## src/hw/rtl/pwpi_pkg.sv

```systemverilog
`default_nettype none

package pwpi_pkg;

    // field widths fixed by the stream format
    localparam int SAMPLE_BITS   = 12;
    localparam int ENERGY_BITS   = 16;
    localparam int PEAK_IDX_BITS = 5;
    localparam int DIFF_BITS     = SAMPLE_BITS + 1;

    // default for the waveform length limit
    localparam int MAX_SAMPLES_DEF = 32;

    // configuration port
    localparam int CFG_INDEX_BITS = 3;
    localparam int CFG_DATA_BITS  = 12;

    localparam logic [CFG_INDEX_BITS-1:0] CFG_PED_SOURCE = 3'd0;
    localparam logic [CFG_INDEX_BITS-1:0] CFG_PED_LEVEL  = 3'd1;
    localparam logic [CFG_INDEX_BITS-1:0] CFG_WIN_FIVE   = 3'd2;
    localparam logic [CFG_INDEX_BITS-1:0] CFG_SAT_THRESH = 3'd3;

    localparam logic [SAMPLE_BITS-1:0] SAT_THRESH_RESET = 12'd1000;

    typedef struct packed {
        logic [SAMPLE_BITS-1:0] sample;
        logic                   last;
    } t_in_item;

    typedef struct packed {
        logic signed [ENERGY_BITS-1:0] energy;
        logic [PEAK_IDX_BITS-1:0]      peak_index;
        logic [SAMPLE_BITS-1:0]        peak_value;
        logic [SAMPLE_BITS-1:0]        pedestal_used;
        logic                          saturated;
        logic                          too_long;
    } t_out_item;

    // window around the peak as seen at the end of a waveform
    typedef struct packed {
        logic [SAMPLE_BITS-1:0] peak;
        logic [SAMPLE_BITS-1:0] ped;
        logic [SAMPLE_BITS-1:0] before0;
        logic [SAMPLE_BITS-1:0] before1;
        logic                   before0_ok;
        logic                   before1_ok;
        logic [SAMPLE_BITS-1:0] after0;
        logic [SAMPLE_BITS-1:0] after1;
        logic [1:0]             after_count;
        logic                   five;
    } t_window;

endpackage

`default_nettype wire

```

## src/hw/rtl/pwpi_energy.sv

```systemverilog
`default_nettype none

module pwpi_energy (
    input  wire pwpi_pkg::t_window                      i_win,
    output logic signed [pwpi_pkg::ENERGY_BITS-1:0]     o_energy
);

    localparam int EW = pwpi_pkg::ENERGY_BITS;
    localparam int DW = pwpi_pkg::DIFF_BITS;

    logic signed [DW-1:0] d_peak;
    logic signed [DW-1:0] d_b0;
    logic signed [DW-1:0] d_b1;
    logic signed [DW-1:0] d_a0;
    logic signed [DW-1:0] d_a1;
    logic signed [EW-1:0] t_b0;
    logic signed [EW-1:0] t_b1;
    logic signed [EW-1:0] t_a0;
    logic signed [EW-1:0] t_a1;

    // pedestal-subtracted terms
    assign d_peak = $signed({1'b0, i_win.peak})    - $signed({1'b0, i_win.ped});
    assign d_b0   = $signed({1'b0, i_win.before0}) - $signed({1'b0, i_win.ped});
    assign d_b1   = $signed({1'b0, i_win.before1}) - $signed({1'b0, i_win.ped});
    assign d_a0   = $signed({1'b0, i_win.after0})  - $signed({1'b0, i_win.ped});
    assign d_a1   = $signed({1'b0, i_win.after1})  - $signed({1'b0, i_win.ped});

    // only neighbours that exist inside the chosen window count
    always_comb begin
        t_b0 = '0;
        t_b1 = '0;
        t_a0 = '0;
        t_a1 = '0;
        if (i_win.before0_ok) begin
            t_b0 = EW'(d_b0);
        end
        if (i_win.after_count != 2'd0) begin
            t_a0 = EW'(d_a0);
        end
        if (i_win.five && i_win.before1_ok) begin
            t_b1 = EW'(d_b1);
        end
        if (i_win.five && (i_win.after_count == 2'd2)) begin
            t_a1 = EW'(d_a1);
        end
    end

    // five terms of 13 bits always fit the 16-bit result
    assign o_energy = EW'(d_peak) + t_b0 + t_b1 + t_a0 + t_a1;

endmodule

`default_nettype wire

```

## src/hw/rtl/peak_window_pulse_integrator_unit.sv

```systemverilog
`default_nettype none

// channel   direction  handshake                       payload
// in        input      i_in_valid / o_in_stall         i_in_data  (t_in_item)
// out       output     o_out_valid / i_out_stall       o_out_data (t_out_item)
// cfg       input      i_cfg_valid / o_cfg_ready       i_cfg_index, i_cfg_data
//
// one sample is taken per cycle unless the input is stalled; the state update is a single compare and mux
// the result is registered at the transfer of the last sample, offered the next cycle
// synchronous active-low reset clears config, counters and flags
// input stalls only for a last sample while a result waits and out is stalled
// cfg writes are taken every cycle

module peak_window_pulse_integrator_unit #(
    parameter int MAX_SAMPLES = pwpi_pkg::MAX_SAMPLES_DEF
) (
    input  wire                                         i_clk,
    input  wire                                         i_rst_n,
    input  wire                                         i_in_valid,
    output logic                                        o_in_stall,
    input  wire pwpi_pkg::t_in_item                     i_in_data,
    output logic                                        o_out_valid,
    input  wire                                         i_out_stall,
    output pwpi_pkg::t_out_item                         o_out_data,
    input  wire                                         i_cfg_valid,
    output logic                                        o_cfg_ready,
    input  wire [pwpi_pkg::CFG_INDEX_BITS-1:0]          i_cfg_index,
    input  wire [pwpi_pkg::CFG_DATA_BITS-1:0]           i_cfg_data
);

    localparam int SW    = pwpi_pkg::SAMPLE_BITS;
    localparam int CNT_W = $clog2(MAX_SAMPLES + 1);
    localparam int POS_W = $clog2(MAX_SAMPLES);

    // configuration registers
    logic          r_ped_source;
    logic [SW-1:0] r_ped_level;
    logic          r_win_five;
    logic [SW-1:0] r_sat_thresh;

    // per-waveform state
    logic [CNT_W-1:0] r_count,   n_count;
    logic [SW-1:0]    r_max,     n_max;
    logic [POS_W-1:0] r_pos,     n_pos;
    logic [SW-1:0]    r_first,   n_first;
    logic [SW-1:0]    r_recent0, n_recent0;
    logic [SW-1:0]    r_recent1, n_recent1;
    logic [SW-1:0]    r_before0, n_before0;
    logic [SW-1:0]    r_before1, n_before1;
    logic             r_b0_ok,   n_b0_ok;
    logic             r_b1_ok,   n_b1_ok;
    logic [SW-1:0]    r_after0,  n_after0;
    logic [SW-1:0]    r_after1,  n_after1;
    logic [1:0]       r_acount,  n_acount;
    logic             r_sat,     n_sat;
    logic             r_ovf,     n_ovf;

    logic                r_out_valid;
    pwpi_pkg::t_out_item r_out;

    logic                in_xfer;
    logic [SW-1:0]       s;
    pwpi_pkg::t_window   win;
    logic signed [pwpi_pkg::ENERGY_BITS-1:0] energy;

    assign s           = i_in_data.sample;
    assign o_in_stall  = r_out_valid && i_out_stall && i_in_data.last;
    assign in_xfer     = i_in_valid && !o_in_stall;
    assign o_cfg_ready = 1'b1;
    assign o_out_valid = r_out_valid;
    assign o_out_data  = r_out;

    // configuration writes
    always_ff @(posedge i_clk) begin
        if (!i_rst_n) begin
            r_ped_source <= 1'b0;
            r_ped_level  <= '0;
            r_win_five   <= 1'b0;
            r_sat_thresh <= pwpi_pkg::SAT_THRESH_RESET;
        end else if (i_cfg_valid) begin
            case (i_cfg_index)
                pwpi_pkg::CFG_PED_SOURCE: r_ped_source <= i_cfg_data[0];
                pwpi_pkg::CFG_PED_LEVEL:  r_ped_level  <= SW'(i_cfg_data);
                pwpi_pkg::CFG_WIN_FIVE:   r_win_five   <= i_cfg_data[0];
                pwpi_pkg::CFG_SAT_THRESH: r_sat_thresh <= SW'(i_cfg_data);
                default: begin
                end
            endcase
        end
    end

    // next state for one sample
    always_comb begin
        n_count   = r_count;
        n_max     = r_max;
        n_pos     = r_pos;
        n_first   = r_first;
        n_recent0 = r_recent0;
        n_recent1 = r_recent1;
        n_before0 = r_before0;
        n_before1 = r_before1;
        n_b0_ok   = r_b0_ok;
        n_b1_ok   = r_b1_ok;
        n_after0  = r_after0;
        n_after1  = r_after1;
        n_acount  = r_acount;
        n_sat     = r_sat;
        n_ovf     = r_ovf;
        if (r_count < CNT_W'(MAX_SAMPLES)) begin
            if (s > r_sat_thresh) begin
                n_sat = 1'b1;
            end
            if (r_count == '0) begin
                // register mode keeps the level unless the sample beats it
                n_first  = s;
                n_max    = (r_ped_source && !(s > r_ped_level)) ? r_ped_level : s;
                n_pos    = '0;
                n_b0_ok  = 1'b0;
                n_b1_ok  = 1'b0;
                n_acount = 2'd0;
            end else if (s > r_max) begin
                // new peak takes the two preceding samples
                n_max     = s;
                n_pos     = r_count[POS_W-1:0];
                n_before0 = r_recent0;
                n_before1 = r_recent1;
                n_b0_ok   = 1'b1;
                n_b1_ok   = r_count > CNT_W'(1);
                n_acount  = 2'd0;
            end else if (r_acount == 2'd0) begin
                n_after0 = s;
                n_acount = 2'd1;
            end else if (r_acount == 2'd1) begin
                n_after1 = s;
                n_acount = 2'd2;
            end
            n_recent1 = r_recent0;
            n_recent0 = s;
            n_count   = r_count + CNT_W'(1);
        end else begin
            n_ovf = 1'b1;
        end
    end

    // window as it stands after the last sample
    always_comb begin
        win.peak        = n_max;
        win.ped         = r_ped_source ? r_ped_level : n_first;
        win.before0     = n_before0;
        win.before1     = n_before1;
        win.before0_ok  = n_b0_ok;
        win.before1_ok  = n_b1_ok;
        win.after0      = n_after0;
        win.after1      = n_after1;
        win.after_count = n_acount;
        win.five        = r_win_five;
    end

    pwpi_energy u_energy (
        .i_win    (win),
        .o_energy (energy)
    );

    // waveform state and result register
    always_ff @(posedge i_clk) begin
        if (!i_rst_n) begin
            r_count     <= '0;
            r_acount    <= 2'd0;
            r_b0_ok     <= 1'b0;
            r_b1_ok     <= 1'b0;
            r_sat       <= 1'b0;
            r_ovf       <= 1'b0;
            r_out_valid <= 1'b0;
        end else begin
            if (r_out_valid && !i_out_stall) begin
                r_out_valid <= 1'b0;
            end
            if (in_xfer) begin
                r_max     <= n_max;
                r_pos     <= n_pos;
                r_first   <= n_first;
                r_recent0 <= n_recent0;
                r_recent1 <= n_recent1;
                r_before0 <= n_before0;
                r_before1 <= n_before1;
                r_after0  <= n_after0;
                r_after1  <= n_after1;
                if (i_in_data.last) begin
                    // emit result and start a fresh waveform
                    r_count     <= '0;
                    r_acount    <= 2'd0;
                    r_b0_ok     <= 1'b0;
                    r_b1_ok     <= 1'b0;
                    r_sat       <= 1'b0;
                    r_ovf       <= 1'b0;
                    r_out_valid <= 1'b1;
                    r_out.energy        <= energy;
                    r_out.peak_index    <= pwpi_pkg::PEAK_IDX_BITS'(n_pos);
                    r_out.peak_value    <= n_max;
                    r_out.pedestal_used <= win.ped;
                    r_out.saturated     <= n_sat;
                    r_out.too_long      <= n_ovf;
                end else begin
                    r_count  <= n_count;
                    r_acount <= n_acount;
                    r_b0_ok  <= n_b0_ok;
                    r_b1_ok  <= n_b1_ok;
                    r_sat    <= n_sat;
                    r_ovf    <= n_ovf;
                end
            end
        end
    end

    // sample counter never passes the length limit
    a_count_bound: assert property (@(posedge i_clk) disable iff (!i_rst_n)
        r_count <= CNT_W'(MAX_SAMPLES))
        else $error("sample count above limit");

    // at most two after-peak samples are held
    a_after_bound: assert property (@(posedge i_clk) disable iff (!i_rst_n)
        r_acount != 2'd3)
        else $error("after count out of range");

    // a last transfer clears the waveform and raises a result
    a_last_clears: assert property (@(posedge i_clk) disable iff (!i_rst_n)
        in_xfer && i_in_data.last |=> r_count == '0 && !r_sat && !r_ovf && o_out_valid)
        else $error("waveform not closed after last sample");

    // a new result only follows a transfer of a last sample
    a_result_src: assert property (@(posedge i_clk) disable iff (!i_rst_n)
        $rose(o_out_valid) |-> $past(in_xfer && i_in_data.last))
        else $error("result without last sample");

endmodule

`default_nettype wire
```

## config.mk

```make
export PLATFORM = sky130hd
export DESIGN_NAME = peak_window_pulse_integrator_unit
export DESIGN_NICKNAME = d
export VERILOG_FILES = /design/src/hw/rtl/pwpi_pkg.sv /design/src/hw/rtl/pwpi_energy.sv /design/src/hw/rtl/peak_window_pulse_integrator_unit.sv
export SDC_FILE = /design/constraint.sdc
export NUM_CORES = 1
export LEC_CHECK = 0
export BUFFER_PORTS_ARGS = -buffer_cell sky130_fd_sc_hd__buf_2
export CORE_ASPECT_RATIO = 1.1
export CORE_MARGIN = 5
export CORE_UTILIZATION = 40
export DETAILED_ROUTE_END_ITERATION = 8
export PLACE_DENSITY_LB_ADDON = 0.3
export SKIP_LAST_GASP = 1
export SYNTH_ARGS = -nofsm -noshare
export SYNTH_HDL_FRONTEND = slang
export SYNTH_SLANG_ARGS = --single-unit
```

## constraint.sdc

```tcl
create_clock -name i_clk -period 6.95 [get_ports i_clk]
set_clock_uncertainty 0.05 [all_clocks]
set_input_delay 0.3475 -clock i_clk [delete_from_list [all_inputs] [get_ports i_clk]]
set_output_delay 0.3475 -clock i_clk [all_outputs]
set_load 0.005 [all_outputs]
```

Yosys cells after proc, flatten, opt, wreduce, memory -nomap -nowiden --
Cells that the tools add are included. Widths: inputs -> output; s select.
Word-level totals: bits in registers 187, input port bits 33, output and inout port bits 50, word-level logic and storage cells 122
Cells by class: add/subtract/negate cells 10, order comparisons 5, eq/ne operators 5, multiplexer cells 53, reduce and logical (&&, ||, !) cells 23
Operator list (count):
- $mux 12 | 22
- $sub 12x12->13 | 5
- $mux 16 | 4
- $add 16x16->16 | 3
- $gt 12x12->1 | 3
- $add 13x16->16 | 1
- $mux 1 | 16
- $mux 5 | 3
- $mux 2 | 6
- $mux 6 | 2
- $reduce_and 2->1 | 6
- $logic_and 1x1->1 | 7
- $add 6x1->6 const B | 1
- $eq 3x2->1 const B | 2
- $gt 6x1->1 const B | 1
- $logic_not 6->1 | 1
- $lt 6x6->1 const B | 1
- $reduce_and 3->1 | 2
- $reduce_bool 2->1 | 2
- $eq 3x1->1 const B | 1
- $logic_not 1->1 | 3
- $logic_not 3->1 | 1
- $eq 2x1->1 const B | 1
- $eq 2x2->1 const B | 1
- $logic_not 2->1 | 1

Longest topological paths before layout --
Gate-level depths: netlist (run 1).
word-level depth 11, gate-level depth with buffers 32

Hierarchy --
A second synthesis (run 1) with hierarchy kept.
Second synthesis, totals: cells, all modules 1247, area, all modules 12690.9 um^2
By module, submodules not included:
- peak_window_pulse_integrator_unit | times used 1, cells each 688, area each 8293.0 um^2, sequential area each 5225.0 um^2
- pwpi_energy | times used 1, cells each 559, area each 4398.0 um^2, sequential area each 0.0 um^2

Least setup slack after synthesis (run 1) --
Ideal clock, no wire load.
path kind reg2reg, start reg r_max[1], end reg r_out (netlist bit o_out_data[46]) (data pin), library setup time 260 ps, arrival time 6803 ps, required time 6640 ps, slack -162 ps, cell stages (with the launch flop) 32, buffers on the path 1, clock period less this slack 7112 ps, path through edfxtp_1 -> inv_1 -> ha_1 -> nor2b_1 -> o211ai_1 -> a211oi_2 -> o21ai_4 -> nand3_1 -> buf_2 -> a21oi_1 -> ha_1 -> inv_1 -> fa_1 -> a21o_1 -> a21oi_1 -> o21ai_0 -> o21ba_2 -> a311oi_1 -> xor2_1 -> nor2_1 -> fa_1 -> fa_1 -> inv_1 -> fa_1 -> inv_1 -> ha_1 -> and3_1 -> o211ai_1 -> and3_1 -> o41ai_1 -> a21oi_1 -> xnor2_1
On the way: longest elaborated chain between the ends 10, elaborated cells between the ends (all ways) 42, those cells by class add/sub: 9; order compare: 1; eq/ne: 1; mux: 28; reduce/logical: 3
RTL lines:
- start: declaration | line peak_window_pulse_integrator_unit.sv:43 | logic [SW-1:0] r_max, n_max;
- start signal: assignment | line peak_window_pulse_integrator_unit.sv:179 | r_max <= n_max;
- $gt 12x12->1 | line peak_window_pulse_integrator_unit.sv:121 | end else if (s > r_max) begin
- $mux 12 | line peak_window_pulse_integrator_unit.sv:121
- $mux 12 | line peak_window_pulse_integrator_unit.sv:113 | if (r_count == '0) begin
- $mux 12 | line peak_window_pulse_integrator_unit.sv:109 | if (r_count < CNT_W'(MAX_SAMPLES)) begin
- $sub 12x12->13 | line pwpi_energy.sv:23 | assign d_b0 = $signed({1'b0, i_win.before0}) - $signed({1'b0, i_win.ped});
- $mux 16 | line pwpi_energy.sv:34 | if (i_win.before0_ok) begin
- $add 13x16->16 | line pwpi_energy.sv:49 | assign o_energy = EW'(d_peak) + t_b0 + t_b1 + t_a0 + t_a1;
- $add 16x16->16 (2 in a row) | line pwpi_energy.sv:49
- $add 16x16->16 (*) | line pwpi_energy.sv:49
- named net energy (one bit) | line peak_window_pulse_integrator_unit.sv:64 | logic signed [pwpi_pkg::ENERGY_BITS-1:0] energy;
- end: declaration | line peak_window_pulse_integrator_unit.sv:59 | pwpi_pkg::t_out_item r_out;
Mark *: on every way through the listed nets, which the timed path passes. The rest lies on a longest branch. A chain may end at the register's enable or synchronous reset.

Final worst setup path (run 1) --
Ends and elaborated chain as after synthesis.

==> results of run 1 <==
## worst max-delay path: cells and delay by family, from the launching register on
family,cells,cell delay [ns]
buffers and inverters,6,0.51
multiplexers,1,0.26
AND/OR/NAND/NOR,5,0.79
flip-flops,1,0.37
adder cells (fa/ha/maj),7,2.66
XOR/XNOR,2,0.24
AO/OA/AOI/OAI,11,1.72
## registers in the layout, indices dropped and copies added, names as in the netlist, 6 cells and up
name / count
o_out_data: 47
r_after0: 12
r_after1: 12
r_before0: 12
r_before1: 12
r_first: 12
r_max: 12
r_ped_level: 12
r_recent0: 12
r_recent1: 12
r_sat_thresh: 12
r_count: 6
## stage by stage
| step | worst slack [ns] | hold slack (ns) | instances | power [W] | utilization (%) |
|---|---|---|---|---|---|
| finish | 0.0793 | 0.0836 | 1850 | 0.00360 | 50.8 |
| global route | -0.199 | 0.0921 | 1850 | 0.00380 | 50.8 |
| CTS | -0.0328 | 0.0707 | 1846 | 0.00352 | 49.5 |
| detailed placement | -0.479 | 0.380 | 1802 | 0.00241 | 46.4 |
| global placement | -0.329 | 0.380 | 1802 | 0.00239 | 46.4 |
| floorplan | -0.0255 | 0.370 | 1189 | 0.00203 | - |
## cells by family (layout without fill, tap and decap cells)
family,after synthesis,after routing,synth area share [%]
AOI/OAI and AO/OA,268,268,14.2
xor gates and xnor gates,46,46,3.19
adders and majority gates,164,164,19.0
buffers and inverters,163,404,5.07
DFF,187,187,41.3
muxes,62,62,5.69
other,1,1,0.0297
and+or+nand+nor,298,298,11.6
## cell usage in the layout (no fill, tap or decap), drive strengths merged, types with 4 or more instances in the layout
cell type	count
ha	118
edfxtp	148
a21boi	22
clkinv	4
nand2	90
nor3b	9
o21a	22
a211oi	8
o21bai	6
clkbuf	19
nand3	18
o21ai	52
nor2b	28
a22o	5
o211ai	14
or2	5
nand2b	13
xor2	19
xnor2	27
a21o	23
mux2i	7
nor2	69
nor3	19
nand4	9
buf	238
inv	142
or3	8
dfxtp	39
mux2	55
a21oi	67
a22oi	9
fa	46
o22ai	9
and2	11
and3	12
o31a	4
o41ai	5
## per-layer routing
metal / GRT usage (%) / part of all wire (%) / up-vias
met2: 32.2 / 50 / 203
met4: 4.43 / 1.3 / 0
met5: 0 / 0 / -
li1: - / - / 4693
met3: 2.69 / 4.0 / 28
met1: 23.6 / 45 / 4682
## path summary, 6_finish.rpt
path	start	endpoint	slack, ns	cells past startpoint
setup / recovery	r_max[1]$_DFFE_PP_	o_out_data[46]$_DFFE_PP_	0.08	32
hold / removal	i_cfg_data[6]	r_sat_thresh[6]$_SDFFE_PN1P_	0.08	3
setup reg to reg	r_max[1]$_DFFE_PP_	o_out_data[46]$_DFFE_PP_	0.08	32
hold reg to reg	r_recent0[8]$_DFFE_PP_	r_recent1[8]$_DFFE_PP_	0.40	0
## final cells by class
cell class / instances / area share, %
clock buffer: 19 / 2.99
clock inverter: 13 / 0.905
inverter: 134 / 3.16
multi-input combinational: 839 / 46.6
sequential: 187 / 32.9
tap: 420 / 3.30
timing repair buffer: 238 / 10.2
## cell usage after synthesis (11+ instances only)
master / count
a21boi_0: 22
a21o_1: 23
a21oi_1: 65
and2_1: 11
and3_1: 12
buf_2: 11
clkbuf_1: 14
dfxtp_1: 39
edfxtp_1: 148
fa_1: 46
ha_1: 118
inv_1: 133
mux2_2: 47
nand2_1: 89
nand2b_1: 13
nand3_1: 18
nor2_1: 68
nor2b_1: 28
nor3_1: 19
o211ai_1: 13
o21a_1: 22
o21ai_0: 51
xnor2_1: 27
xor2_1: 19
## power by group
group	switching, W	internal [W]
clock network	0.000494	0.000556
registers	0.0000164	0.00129
logic	0.000644	0.000604
total	0.00115	0.00245
## timing repair
action                                  4_1_cts  5_1_grt
pin swaps                                    49       89
gates resized for setup                      63       83
endpoints found under the setup margin        6        7
setup buffers                                14        6
==> results.ini, run 1 <==
[logic_synthesis]
synth_top_area_cell = edfxtp_1
synth_seq_area_share_pct = 41.3
synth_edf_count = 148
yosysWarnings = 0
synthDistinctLibCells = 73
synthArstFlopShare_pct = 0
synth_nets = 1386
synth_cells = 1189
synth_area_leaders = edfxtp_1 35%, ha_1 12%, fa_1 7.3%, dfxtp_1 6.2%, mux2_2 4.2%
syn_area_sq_um = 12600
ys_ff_latch = 187
avgSynthCellArea_sq_um = 10.6
netlist.area_leader.share_pct = 35.1
synth_ff_type = edfxtp_1

[grt]
overflow = 0
grt_usage_pct = 18.2
antenna_found_initial = 0
grt_pass1_wl_microns = 51500
grt_start_max_net_pins = 60
first_global_vias = 9892

[worst_setup_path]
start_kind = flop
cp_slowest_cell = fa_1
cp_max_fo = 6
cp-end-kind = flop
path_class = reg2reg
slowest_delay_ns = 0.55
required_ns = 7.10
cp.arrival_ns = 7.02

[sta]
fmax_mhz = 146
rsz0062_at_grt = true
setup-violations-final = 0
period_minus_slack_ns = 6.87
hold_viol_final = 0
drv_slew = 0
period_share_pct = 98.9
finalSetupTns_ns = 0
worstMarginPinSlew_ns = 0.975
timing.slew.headroom_pct = 34.3

[die]
die_w_microns = 180
rows = 68
core_sq_um = 31300
dieArea_sq_um = 35300
die_y_microns = 196
ios = 83
start_util_pct = 40.4

[placement]
place.gp.congestion = 0.834
portBuffers = 81
dpl.hpwl_microns = 24800
post_dp_cell_area_sq_um = 14500

[routing]
dr.first_iter.drc_count = 546
vias_per_cell = 5.19
drc = 0
wl_per_cell_microns = 17.6
drtAntennaViolNets = 0
finalWirelength_microns = 32600
dr.pass1.iters = 5
num_vias = 9606

[pwr]
leakagePower_nw = 6.67
peakVddDrop_mv = 0.135
power.density_nw_per_um2 = 227

[cells_and_area]
drive_above_1_share_pct = 31.3
multi_input_area_sq_um = 7410
final-seq-area_sq_um = 5230
n_antenna_cell = 0
design_area_sq_um = 15900
synthToLayoutAreaGrowth_pct = 25.8
n_fill_cell = 2890
layout.nets = 1614

[clock_network]
tritoncts = built
cts.clk_slew.worst_paths_ns = 0.08
clock_path_buffers = 2
holdBufCountCts = 0
clkLatencyLatePin_ns = 0.45
cts_max_level = 4
numCtsBuffers = 17
clock_sink_count = 187
clk_root_buffer_cell = clkbuf_16

[min_path]
hp-class = in2reg

[outcome]
status = complete, no violations

[flow_run]
drv_cap = 0

(Power assumes the default switching activity.)
==> run 2: changes to the inputs <==
--- a/config.mk
+++ b/config.mk
@@ -11,6 +11,7 @@
 export CORE_UTILIZATION = 40
 export DETAILED_ROUTE_END_ITERATION = 8
 export PLACE_DENSITY_LB_ADDON = 0.3
+export RECOVER_POWER = 100
 export SKIP_LAST_GASP = 1
 export SYNTH_ARGS = -nofsm -noshare
 export SYNTH_HDL_FRONTEND = slang
==> results.ini, run 2 (same netlist as run 1, synthesis figures left out) <==
[worst_setup_path]
cp_slowest_cell = fa_1
cp-end-kind = flop
cp_num_buf_inv = 4
cp_common_cell = fa_1
required_ns = 7.10
start_kind = flop
r2r-end = o_out_data[46]$_DFFE_PP_
cp_top_family = adder cells
slowest_delay_ns = 0.58
reg2reg_from = r_max[10]$_DFFE_PP_
path_class = reg2reg
cp_max_fo = 3
cp.arrival_ns = 7.03
r2r_cells = 27
r2r_slack_ns = 0.07

[clock_network]
clock_sink_count = 187
cts_max_level = 4
cts.clk_slew.worst_paths_ns = 0.08
clkLatencyLatePin_ns = 0.45
tritoncts = built
clock_path_buffers = 2
numCtsBuffers = 17
clk_root_buffer_cell = clkbuf_16

[die]
rows = 68
ios = 83
die_y_microns = 196
dieArea_sq_um = 35300
core_sq_um = 31300
die_w_microns = 180
start_util_pct = 40.4

[pwr]
peakVddDrop_mv = 0.135
power.density_nw_per_um2 = 228
leakagePower_nw = 6.49

[sta]
worstMarginPinSlew_ns = 3.80
drv_slew = 127
timing.slew.headroom_pct = -153
rsz0062_at_grt = true
hold_viol_final = 0
fmax_mhz = 145
period_share_pct = 98.9
period_minus_slack_ns = 6.88
setup-violations-final = 0
holdWs_ns = 0.0829

[outcome]
status = finished with violations
violations = capacitance limit, slew limit

[cells_and_area]
synthToLayoutAreaGrowth_pct = 24.7
final_cell_mix = 148 x edfxtp_1, 127 x buf_4, 119 x inv_1
layout.cells.most_common = edfxtp_1
drive_above_1_share_pct = 26.8
layout.nets = 1614
largest_reg_flops = 47
n_antenna_cell = 0
utilization_pct = 50.4

[placement]
place.gp.congestion = 0.834
dpl.hpwl_microns = 24800
portBuffers = 81

[grt]
antenna_found_initial = 0
grt_pass1_wl_microns = 51500
first_global_vias = 9892
grt_start_max_net_pins = 60
overflow = 0
grt_usage_pct = 18.2

[routing]
dr.first_iter.drc_count = 580
finalWirelength_microns = 32700
drc = 0
vias_per_cell = 5.19
wl_per_cell_microns = 17.7
drtAntennaViolNets = 0
dr.pass1.iters = 7
num_vias = 9603

[min_path]
whs_endpoint = r_sat_thresh[6]$_SDFFE_PN1P_
worst_hold_path.num_cells = 3
hp-start = i_cfg_data[6]
hp-class = in2reg

[flow_run]
drv_cap = 4

[run 2: report_power, final]
| part | internal, W | leakage [nW] | switching, W | total (W) |
|---|---|---|---|---|
| registers | 0.00129 | 1.70 | 0.0000167 | 0.00131 |
| clock network | 0.000556 | 0.310 | 0.000495 | 0.00105 |
| logic | 0.000594 | 4.48 | 0.000645 | 0.00124 |
[run 2: timing repair]
item                                    in CTS  in global routing
buffers inserted                            14                  6
gates resized for setup                     63                 83
endpoints found under the setup margin       6                  7
pin swaps                                   49                 89
gates cloned                                 0                  0
hold buffers                                 0                  0
[run 2: final cells by class]
class	instances	area [sq um]
Fill cell	2929	15500
Multi-Input combinational cell	839	7400
Sequential cell	187	5230
Timing Repair Buffer	238	1500
Tap cell	420	526
Inverter	134	503
Clock buffer	19	475
Clock inverter	13	144
[run 2: worst min-delay path: cells and delay by family]
family / cells / cell delay, ns
buffers and inverters: 1 / 0.09
AO/OA/AOI/OAI: 1 / 0.07
AND/OR/NAND/NOR: 1 / 0.04
[run 2: layer usage]
metal,up-vias,wire length (microns),global-route usage [%]
li1,4695,-,-
met1,4638,14700,23.6
met2,242,16200,32.2
met3,28,1380,2.69
met4,0,418,4.43
met5,-,0,0
[run 2: worst max-delay path by stage]
stage | from | to | depth (start not counted)
after floorplan | r_max[1]$_DFFE_PP_ | o_out_data[45]$_DFFE_PP_ | 30
after global placement | i_in_data[2] | o_out_data[46]$_DFFE_PP_ | 32
after detailed placement | i_in_data[2] | o_out_data[46]$_DFFE_PP_ | 32
after CTS | r_max[10]$_DFFE_PP_ | o_out_data[46]$_DFFE_PP_ | 32
after global routing | r_max[1]$_DFFE_PP_ | o_out_data[46]$_DFFE_PP_ | 32
final | r_max[10]$_DFFE_PP_ | o_out_data[46]$_DFFE_PP_ | 27
[run 2: per-stage QoR]
stage / cells / power, W / worst slack, ns / TNS [ns] / instance area, sq um
final: 1850 / 0.00360 / 0.0730 / 0 / 15800
after global routing: 1850 / 0.00380 / -0.199 / -0.394 / 15800
after CTS: 1846 / 0.00352 / -0.0328 / -0.0328 / 15500
after detailed placement: 1802 / 0.00241 / -0.479 / -1.95 / 14500
after global placement: 1802 / 0.00239 / -0.329 / -1.36 / 14500
after floorplan: 1189 / 0.00203 / -0.0255 / -0.0255 / 12700
